`src/hw/rtl/ldac_pkg.sv`:
```
// Shared widths, register indexes and divider constants for the lossy DPCM audio codec.
`default_nettype none

package ldac_pkg;

  // Width of a coded sample; encoded inputs are cut to this many bits, sign extended.
  localparam int SAMPLE_WIDTH = 16;

  // Item fields.
  localparam int VALUE_W  = 17;
  localparam int RESULT_W = 32;
  localparam int STEP_W   = 16;

  // Stream word widths, padded to whole bytes.
  localparam int IN_TDATA_W  = ((VALUE_W + 7) / 8) * 8;
  localparam int IN_TUSER_W  = 2;
  localparam int OUT_TDATA_W = ((RESULT_W + 7) / 8) * 8;

  // Residuals and products are carried in this many bits before the final wrap.
  localparam int WIDE_W = 34;

  // The divider retires this many quotient bits each cycle.
  localparam int DIV_BITS_PER_CYCLE = 2;
  localparam int DIV_CYCLES         = WIDE_W / DIV_BITS_PER_CYCLE;
  localparam int DIV_CNT_W          = $clog2(DIV_CYCLES + 1);

  // Configuration register indexes.
  typedef enum logic [0:0] {
    CFG_PRED_SEL   = 1'b0,
    CFG_QUANT_STEP = 1'b1
  } cfg_idx_t;

endpackage

`default_nettype wire

```
`src/hw/rtl/lossy_dpcm_audio_codec.sv`:
```
// Top level of the lossy DPCM audio codec: predictor, shared serial divider and sequencer.
//
//  Channel | Ports                          | Word contents (lowest bit first)
//  --------+--------------------------------+-------------------------------------------
//  input   | in_tvalid in_tready in_tdata   | tdata: value[16:0], zero pad to 24 bits
//          | in_tuser                       | tuser: command, start_req
//  result  | out_tvalid out_tready out_tdata| tdata: result_value[31:0]
//  config  | cfg_we cfg_index cfg_wdata     | 0: predictor_select, 1: quant_step
//
// Each word passes the predict, difference and done states; an encode word at stream
// position two or later also passes the divide and fix states, where the serial divider
// retires two quotient bits per cycle over a 34-bit residual magnitude.
// Reset is synchronous and active low; it clears the history, the stream position and the
// configuration. A finished result sits in the output register while the next word is
// accepted; a word whose result is ready waits only if that register is still full.
`default_nettype none

module lossy_dpcm_audio_codec (
  input  wire logic                           clk,
  input  wire logic                           rst_n,
  // Input stream
  input  wire logic                           in_tvalid,
  output logic                                in_tready,
  input  wire logic [ldac_pkg::IN_TDATA_W-1:0] in_tdata,   // value[16:0], pad
  input  wire logic [ldac_pkg::IN_TUSER_W-1:0] in_tuser,   // command, start_req
  // Result stream
  output logic                                out_tvalid,
  input  wire logic                           out_tready,
  output logic [ldac_pkg::OUT_TDATA_W-1:0]    out_tdata,   // result_value[31:0]
  // Configuration writes
  input  wire logic                           cfg_we,
  input  wire logic [0:0]                     cfg_index,
  input  wire logic [ldac_pkg::STEP_W-1:0]    cfg_wdata
);

  typedef enum logic [2:0] {
    S_IDLE,
    S_PRED,
    S_DIFF,
    S_DIV,
    S_FIX,
    S_DONE
  } state_t;

  localparam int VW = ldac_pkg::VALUE_W;
  localparam int RW = ldac_pkg::RESULT_W;
  localparam int WW = ldac_pkg::WIDE_W;
  localparam int SW = ldac_pkg::STEP_W;
  localparam int SHIFT = (ldac_pkg::SAMPLE_WIDTH < VW) ? VW - ldac_pkg::SAMPLE_WIDTH : 0;

  state_t                          state_r;
  logic                            pred_sel_r;
  logic [SW-1:0]                   quant_step_r;
  logic signed [RW-1:0]            older_r;
  logic signed [RW-1:0]            newer_r;
  logic [1:0]                      pos_r;

  // Item being worked on.
  logic                            cmd_r;
  logic [1:0]                      item_pos_r;
  logic signed [VW-1:0]            value_r;
  logic signed [RW:0]              pred_r;
  logic signed [WW-1:0]            prod_r;
  logic [RW-1:0]                   res_r;

  // Divider registers.
  logic                            neg_r;
  logic [SW-1:0]                   rem_r;
  logic [WW-1:0]                   quo_r;
  logic [ldac_pkg::DIV_CNT_W-1:0]  cnt_r;
  logic [SW-1:0]                   rem_nxt;
  logic [WW-1:0]                   quo_nxt;

  logic                            out_valid_r;
  logic [RW-1:0]                   out_data_r;

  logic [SW-1:0]                   step_eff;
  logic signed [VW-1:0]            value_shl;
  logic signed [VW-1:0]            value_enc;
  logic signed [RW:0]              hist_sum;
  logic signed [RW:0]              hist_avg;
  logic signed [RW:0]              pred_sel;
  logic signed [WW-1:0]            enc_diff;
  logic signed [WW-1:0]            dec_sum;
  logic [WW-1:0]                   quo_signed;
  logic [1:0]                      in_pos;

  assign in_tready  = (state_r == S_IDLE);
  assign out_tvalid = out_valid_r;
  assign out_tdata  = ldac_pkg::OUT_TDATA_W'(out_data_r);

  // A zero step behaves as a step of one.
  assign step_eff = (quant_step_r == '0) ? SW'(1) : quant_step_r;

  // Encoded samples keep only the low sample-width bits, sign extended.
  assign value_shl = value_r <<< SHIFT;
  assign value_enc = value_shl >>> SHIFT;

  // From position two: truncated average of the last two values, or the value two back.
  assign hist_sum = {older_r[RW-1], older_r} + {newer_r[RW-1], newer_r};
  assign hist_avg = (hist_sum + $signed({{RW{1'b0}}, hist_sum[RW]})) >>> 1;

  always_comb begin
    if (item_pos_r[1]) begin
      pred_sel = pred_sel_r ? hist_avg : {older_r[RW-1], older_r};
    end else if (item_pos_r == 2'd1 && pred_sel_r) begin
      pred_sel = {newer_r[RW-1], newer_r};
    end else begin
      pred_sel = '0;
    end
  end

  assign enc_diff   = WW'(value_enc) - WW'(pred_r);
  assign dec_sum    = prod_r + WW'(pred_r);
  assign quo_signed = neg_r ? (~quo_r + WW'(1)) : quo_r;
  assign in_pos     = in_tuser[1] ? 2'd0 : pos_r;

  // Restoring division step, two quotient bits per cycle.
  always_comb begin
    logic [SW:0] trial;
    rem_nxt = rem_r;
    quo_nxt = quo_r;
    for (int k = 0; k < ldac_pkg::DIV_BITS_PER_CYCLE; k++) begin
      trial   = {rem_nxt, quo_nxt[WW-1]};
      quo_nxt = {quo_nxt[WW-2:0], 1'b0};
      if (trial >= {1'b0, step_eff}) begin
        rem_nxt    = SW'(trial - {1'b0, step_eff});
        quo_nxt[0] = 1'b1;
      end else begin
        rem_nxt = trial[SW-1:0];
      end
    end
  end

  // Sequencer, history, configuration and output register.
  always_ff @(posedge clk) begin
    if (!rst_n) begin
      state_r      <= S_IDLE;
      pred_sel_r   <= 1'b0;
      quant_step_r <= SW'(1);
      older_r      <= '0;
      newer_r      <= '0;
      pos_r        <= 2'd0;
      out_valid_r  <= 1'b0;
      cnt_r        <= '0;
    end else begin
      if (out_valid_r && out_tready && (state_r != S_DONE)) begin
        out_valid_r <= 1'b0;
      end

      if (cfg_we) begin
        case (ldac_pkg::cfg_idx_t'(cfg_index))
          ldac_pkg::CFG_PRED_SEL:   pred_sel_r   <= cfg_wdata[0];
          ldac_pkg::CFG_QUANT_STEP: quant_step_r <= cfg_wdata;
          default: ;
        endcase
      end

      case (state_r)
        S_IDLE: begin
          if (in_tvalid) begin
            cmd_r      <= in_tuser[0];
            item_pos_r <= in_pos;
            value_r    <= $signed(in_tdata[VW-1:0]);
            state_r    <= S_PRED;
          end
        end
        S_PRED: begin
          pred_r <= pred_sel;
          prod_r <= item_pos_r[1] ? WW'(value_r * $signed({1'b0, step_eff}))
                                  : WW'(value_r);
          state_r <= S_DIFF;
        end
        S_DIFF: begin
          if (cmd_r) begin
            res_r   <= dec_sum[RW-1:0];
            state_r <= S_DONE;
          end else if (!item_pos_r[1]) begin
            res_r   <= enc_diff[RW-1:0];
            state_r <= S_DONE;
          end else begin
            neg_r   <= enc_diff[WW-1];
            quo_r   <= enc_diff[WW-1] ? WW'(-enc_diff) : enc_diff;
            rem_r   <= '0;
            cnt_r   <= '0;
            state_r <= S_DIV;
          end
        end
        S_DIV: begin
          rem_r <= rem_nxt;
          quo_r <= quo_nxt;
          cnt_r <= cnt_r + 1'b1;
          if (cnt_r == ldac_pkg::DIV_CNT_W'(ldac_pkg::DIV_CYCLES - 1)) begin
            state_r <= S_FIX;
          end
        end
        S_FIX: begin
          res_r   <= quo_signed[RW-1:0];
          state_r <= S_DONE;
        end
        S_DONE: begin
          // Hand the result over once the output register is free, then advance history.
          if (!out_valid_r || out_tready) begin
            out_valid_r <= 1'b1;
            out_data_r  <= res_r;
            older_r     <= newer_r;
            newer_r     <= cmd_r ? $signed(res_r) : RW'(value_enc);
            pos_r       <= item_pos_r[1] ? item_pos_r : item_pos_r + 2'd1;
            state_r     <= S_IDLE;
          end
        end
        default: state_r <= S_IDLE;
      endcase
    end
  end

endmodule

`default_nettype wire

```
`config.mk`:
```
export PLATFORM = sky130hd
export DESIGN_NAME = lossy_dpcm_audio_codec
export DESIGN_NICKNAME = d
export VERILOG_FILES = /design/src/hw/rtl/ldac_pkg.sv /design/src/hw/rtl/lossy_dpcm_audio_codec.sv
export SDC_FILE = /design/constraint.sdc
export NUM_CORES = 2
export LEC_CHECK = 0
export BUFFER_PORTS_ARGS = -buffer_cell sky130_fd_sc_hd__buf_2
export CORE_MARGIN = 2
export CORE_UTILIZATION = 40
export CTS_CLUSTER_DIAMETER = 60
export DETAILED_ROUTE_END_ITERATION = 6
export MAX_ROUTING_LAYER = met4
export PLACE_DENSITY_LB_ADDON = 0.1
export SYNTH_ARGS = -nofsm -noshare
export SYNTH_HDL_FRONTEND = slang
export SYNTH_SLANG_ARGS = --single-unit
```
`constraint.sdc`:
```
create_clock -name clk -period 6.6 [get_ports clk]
set_clock_uncertainty 0.2 [all_clocks]
set_input_delay 1.32 -clock clk [delete_from_list [all_inputs] [get_ports clk]]
set_output_delay 1.32 -clock clk [all_outputs]
set_load 0.005 [all_outputs]
```
Word level (Yosys, flattened, before mapping)
Cells that the tools add are included.
W data, S select, Z words.
{"block": "word_totals", "register_bits": 292, "latchBits": 0, "ram_bits": 0, "rom_bits": 0, "input_bits": 48, "wordCells": 102, "memories": 0}
{"block": "classes", "n_addsub": 10, "mul": 1, "div": 0, "magnitude_cmp": 2, "n_eq_ne": 14, "n_shift": 0, "muxes": 34, "bitwise": 3, "n_reduce_logical": 20}
{"cell": "$mux W32", "count": 5}
{"cell": "$mux W34", "count": 3}
{"cell": "$mux W33", "count": 3}
{"cell": "$mux W16", "count": 5}
{"cell": "$pmux W34 S2", "count": 1}
{"cell": "$pmux W32 S2", "count": 1}
{"cell": "$ge A17 B16 Y1", "count": 2}
{"cell": "$neg A34 Y34", "count": 1}
{"cell": "$sub A16 B33 Y34", "count": 1}
{"cell": "$add A32 B32 Y33", "count": 1}
{"cell": "$add A33 B2 Y33", "count": 1}
{"cell": "$add A32 B1 Y32 const B", "count": 1}
{"cell": "$add A32 B32 Y32", "count": 1}
{"cell": "$mul A17 B17 Y32", "count": 1}
{"cell": "$not A32 Y32", "count": 1}
{"cell": "$pmux W16 S2", "count": 1}
{"cell": "$sub A16 B16 Y16", "count": 2}
{"cell": "$pmux W3 S6", "count": 1}
{"cell": "$logic_not A16 Y1", "count": 1}
{"cell": "$mux W3", "count": 5}
{"cell": "$reduce_and A3 Y1", "count": 5}
{"cell": "$mux W5", "count": 2}
{"cell": "$ne A2 B2 Y1 const B", "count": 5}
{"cell": "$pmux W5 S2", "count": 1}
{"cell": "18 further kinds", "count": 33}

Logic depth before layout (Yosys ltp)
{"block": "depth", "word_depth": 7, "mapped_depth": 31, "depth_no_buf": 26}

Worst setup path after synthesis
No wires, ideal clock.
{"block": "synth_timing", "path_type": "flip-flop to flip-flop", "start": "register quant_step_r[3]", "end": "register prod_r[31] (data pin)", "setup_time_ns": 0.254, "arrival_time_ns": 6.586, "required_time_ns": 6.146, "setup_slack_ns": -0.440, "stages_incl_launch_ff": 25, "path_buffers": 2, "period_less_slack_ns": 7.040, "cell_sequence": "dfxtp_1 -> clkbuf_1 -> clkbuf_1 -> nand2_1 -> fa_1 -> fa_1 -> inv_1 -> fa_1 -> fa_1 -> fa_1 -> inv_1 -> fa_1 -> inv_1 -> ha_1 -> a21oi_1 -> o22ai_1 -> nor2_1 -> nor2_1 -> a221o_1 -> nor4_1 -> nor3_1 -> a2111oi_0 -> a21oi_1 -> xnor2_1 -> a21o_1"}
{"block": "synth_via", "elab_chain_len": 4}
{"element": "start: declaration", "line": "lossy_dpcm_audio_codec.sv:53", "text": "logic [SW-1:0] quant_step_r;"}
{"element": "start signal: assignment", "line": "lossy_dpcm_audio_codec.sv:154", "text": "ldac_pkg::CFG_QUANT_STEP: quant_step_r <= cfg_wdata;"}
{"element": "$logic_not A16 Y1", "line": "lossy_dpcm_audio_codec.sv:93", "text": "assign step_eff = (quant_step_r == '0) ? SW'(1) : quant_step_r;"}
{"element": "$mux W16 *", "line": "lossy_dpcm_audio_codec.sv:93"}
{"element": "$mul A17 B17 Y32 *", "line": "lossy_dpcm_audio_codec.sv:170", "text": "prod_r <= item_pos_r[1] ? WW'(value_r * $signed({1'b0, step_eff}))"}
{"element": "$mux W32 *", "line": "lossy_dpcm_audio_codec.sv:170"}
{"element": "end signal: assignment", "line": "lossy_dpcm_audio_codec.sv:170"}
{"element": "end: declaration", "line": "lossy_dpcm_audio_codec.sv:63", "text": "logic signed [WW-1:0] prod_r;"}
Every way passes the cells marked *; elsewhere a longest branch is shown, timed or not.
A chain may end at the register's enable or synchronous reset.

Worst setup path in the final report
{"block": "layout_timing", "start": "register value_r[5]", "end": "register prod_r[31] (data pin)"}
{"block": "layout_via", "elab_chain_len": 2}
{"element": "start: declaration", "line": "lossy_dpcm_audio_codec.sv:61", "text": "logic signed [VW-1:0] value_r;"}
{"element": "start signal: assignment", "line": "lossy_dpcm_audio_codec.sv:164", "text": "value_r <= $signed(in_tdata[VW-1:0]);"}
{"element": "$mul A17 B17 Y32", "line": "lossy_dpcm_audio_codec.sv:170"}
{"element": "$mux W32", "line": "lossy_dpcm_audio_codec.sv:170"}
Every way passes these cells.

==> run summary <==
Die ar. - 81,800 sq um
reg2reg path depth - 25
Slew Viols, Final - 0
Seq/Total Area, Yosys - 0.246
Reg2Reg Launch Point - value_r[5]
Rows - 103
Worst path slowest cell - fa_1
clk buf depth - 3
core area - 78,900 sq um
Post-Syn Instances - 3,599
RSZ-0062 raised after global routing - yes
actual slew at the worst max-slew pin - 1180 ps
final wirelength - 94,400 um
non-filler instance count after layout - 4,891
syn_nets - 4,135
CTS Buf Count - 45
pwr dens - 251 nW/um^2
Final period util - 1.01
clock-pin slew on the worst setup and hold paths - 60 ps
Final WS setup - -61.1 ps
total of fill cells in the finished design - 7,719
DR WL/cell - 19.3 um
MaxCap Viol Count - 0
R2R Setup Slk - -60 ps
Worst EP arrival - 6800 ps
Rel. slew slack - 0.194
crit end category - flop
Clock Root Buffer - clkbuf_16
DRC viols - 0
WHS - 248 ps
starting density of the core - 0.403
vias - 25,900
CP Depth - 25
ys async rst share - 0
Setup Crit Path Kind - flop to flop
GRT Util Overall - 0.239
biggest area consumer among synthesized cells - edfxtp_1
number of global-route vias before repair - 25,400
Compound-Gate Fraction of Synth Area - 0.156
Inserted Diodes - 0
Max Fclk - 150 MHz
CP Launch Type - flop
dpl ws - -308 ps
first-pass GRT wire length - 148,000 um
initial antenna violation count - 3
CTS tree - done
XOR/XNOR share of the synthesized area - 0.0589
largest cells by area after synthesis - edfxtp_1 19%, fa_1 17%, ha_1 8.5%
r2r endpoint - prod_r[31]
Req. time, crit path - 6740 ps
post-detailed-route count of antenna-violating nets - 0
slowest stage delay, CP - 540 ps
CP delay by family, top - adder cells
synthesized area per cell - 8.84 sq um
Synth Area in Adders - 0.256
# setup viols final - 3
Post-synth EDFFs - 199
P&R area growth vs syn - 16.3%
share of layout cells above drive strength 1 - 0.161
post-synthesis mux area share - 0.0237
placed insts - 4,777
final count of hold timing violations - 0
VDD IR max - 0.000210 V
largest net degree at the start of global routing - 74
Yosys Warn Count - 0
H-tree Lvls - 2
Power Total - 0.00929 W
synthesis-stage register bit count - 291
Worst Hold Class - flop to flop
final instance area - 37,000 sq um
die height - 286 um
min cycle time layout - 6660 ps
main combinational cell family by area after synthesis - adder cells
top_reg_cell synth - edfxtp_1
hold buffers post-CTS - 0
Hold Crit Endpoint - out_tdata[23]
Via density - 5.30
failing checks - negative setup slack
First DRT Iteration DRCs - 1,952
Ports - 82
Post-layout nets - 4,341
drt pass-1 iters - 7
clock insertion delay at the later pin of the skew report - 590 ps
number of I/O port buffers - 74
Pleak - 16.0 nW
simple logic cell fraction of the synthesized area - 0.185
dpl hpwl - 74,400 um
GRT Residual Overflow - 0
Chip Width - 286 um
Critical Path Fanout Max - 4
most frequent cell after synthesis - inv_1
Netlist Area Pre-Place - 31,800 sq um
CP Buf/Inv Count - 6
Sink Count - 291
Worst Hold Launch - res_r[23]
status - finished with violations
Yosys cell types - 113
Synth top area share - 0.188
most frequent cells after synthesis - 451 x inv_1, 400 x nand2_1, 272 x fa_1
Post-DP Area - 34,800 sq um
GPL Wtd Cong - 0.889
Top cell by count, worst path - fa_1
Hold Path Depth - 0
[registers in the layout, indices dropped and copies added (netlist names)]
signal,count
cmd_r,1
pred_r,32
cnt_r,5
prod_r,32
newer_r,32
pos_r,2
value_r,17
out_tvalid,1
item_pos_r,2
older_r,32
res_r,32
neg_r,1
state_r,3
out_tdata,32
pred_sel_r,1
quo_r,34
quant_step_r,16
rem_r,16
[worst reg2reg max path: cells and delay by family, from the launching register on]
family / cells / cell delay (ps)
AO/OA/AOI/OAI: 6 / 1000
XOR/XNOR: 1 / 120
adder cells (fa/ha/maj): 7 / 3220
buffers and inverters: 6 / 700
flip-flops: 1 / 520
AND/OR/NAND/NOR: 5 / 660
[layout make-up]
cell class / instances / area, sq um / area share
Clock inverter: 29 / 293 / 0.00791
Sequential cell: 291 / 7830 / 0.212
Inverter: 453 / 1710 / 0.0461
Multi-Input combinational cell: 2687 / 22100 / 0.596
Timing Repair Buffer: 327 / 2560 / 0.0692
Clock buffer: 54 / 1230 / 0.0333
Tap cell: 1050 / 1310 / 0.0355
[through the flow]
stage | util | TNS, ps
2_1_floorplan | - | 0
3_3_place_gp | 0.441 | -1310
3_5_place_dp | 0.441 | -1320
4_1_cts | 0.463 | -129
5_1_grt | 0.469 | -1280
6_report | 0.469 | -128
[worst max-delay path by stage]
stage                         start          to  slack (ps)
global route             value_r[5]  prod_r[31]        -310
floorplan           quant_step_r[7]  prod_r[31]           2
CTS                      value_r[7]  prod_r[31]        -130
finish                   value_r[5]  prod_r[31]         -60
global placement         value_r[5]  prod_r[31]        -280
detailed placement       value_r[5]  prod_r[31]        -310
[timing repair]
item	CTS	global route
gates resized for setup	50	76
cloned	0	1
pin swaps	24	65
setup buffers	9	22
endpoints found under the setup margin	8	29
[per-layer routing]
metal	wire [um]	up-vias	GRT usage
li1	-	12700	-
met1	46500	12600	0.345
met2	41900	514	0.364
met3	4450	82	0.0263
met4	1500	0	0.0407
met5	0	-	-
[cells by family after synthesis]
group | count (synthesis)
AND/OR/NAND/NOR | 1173
adder cells (fa/ha/maj) | 488
flip-flops | 291
multiplexers | 72
buffers and inverters | 621
AO/OA/AOI/OAI | 742
XOR/XNOR | 212
[power breakdown]
part	switching, W	internal [W]
clock	0.000975	0.00147
sequential	0.000129	0.00218
combinational	0.00252	0.00202
total	0.00362	0.00567
[cells in the final DEF (no fill, tap or decap), types with 32 or more instances in the layout]
master and instances:
inv_1 440, nand2_1 396, fa_1 259, nor2_1 230
buf_4 214, a21oi_1 209, ha_1 204, edfxtp_1 199
and2_1 134, xnor2_1 120, o21ai_0 100, xor2_1 90
dfxtp_1 86, nor3_1 84, buf_2 74, a21o_1 71
a211oi_1 71, nand3_1 65, clkbuf_16 48, mux2i_1 44
a31oi_1 35, o21ai_1 32
Note: power is estimated with default switching activity, not from simulation.
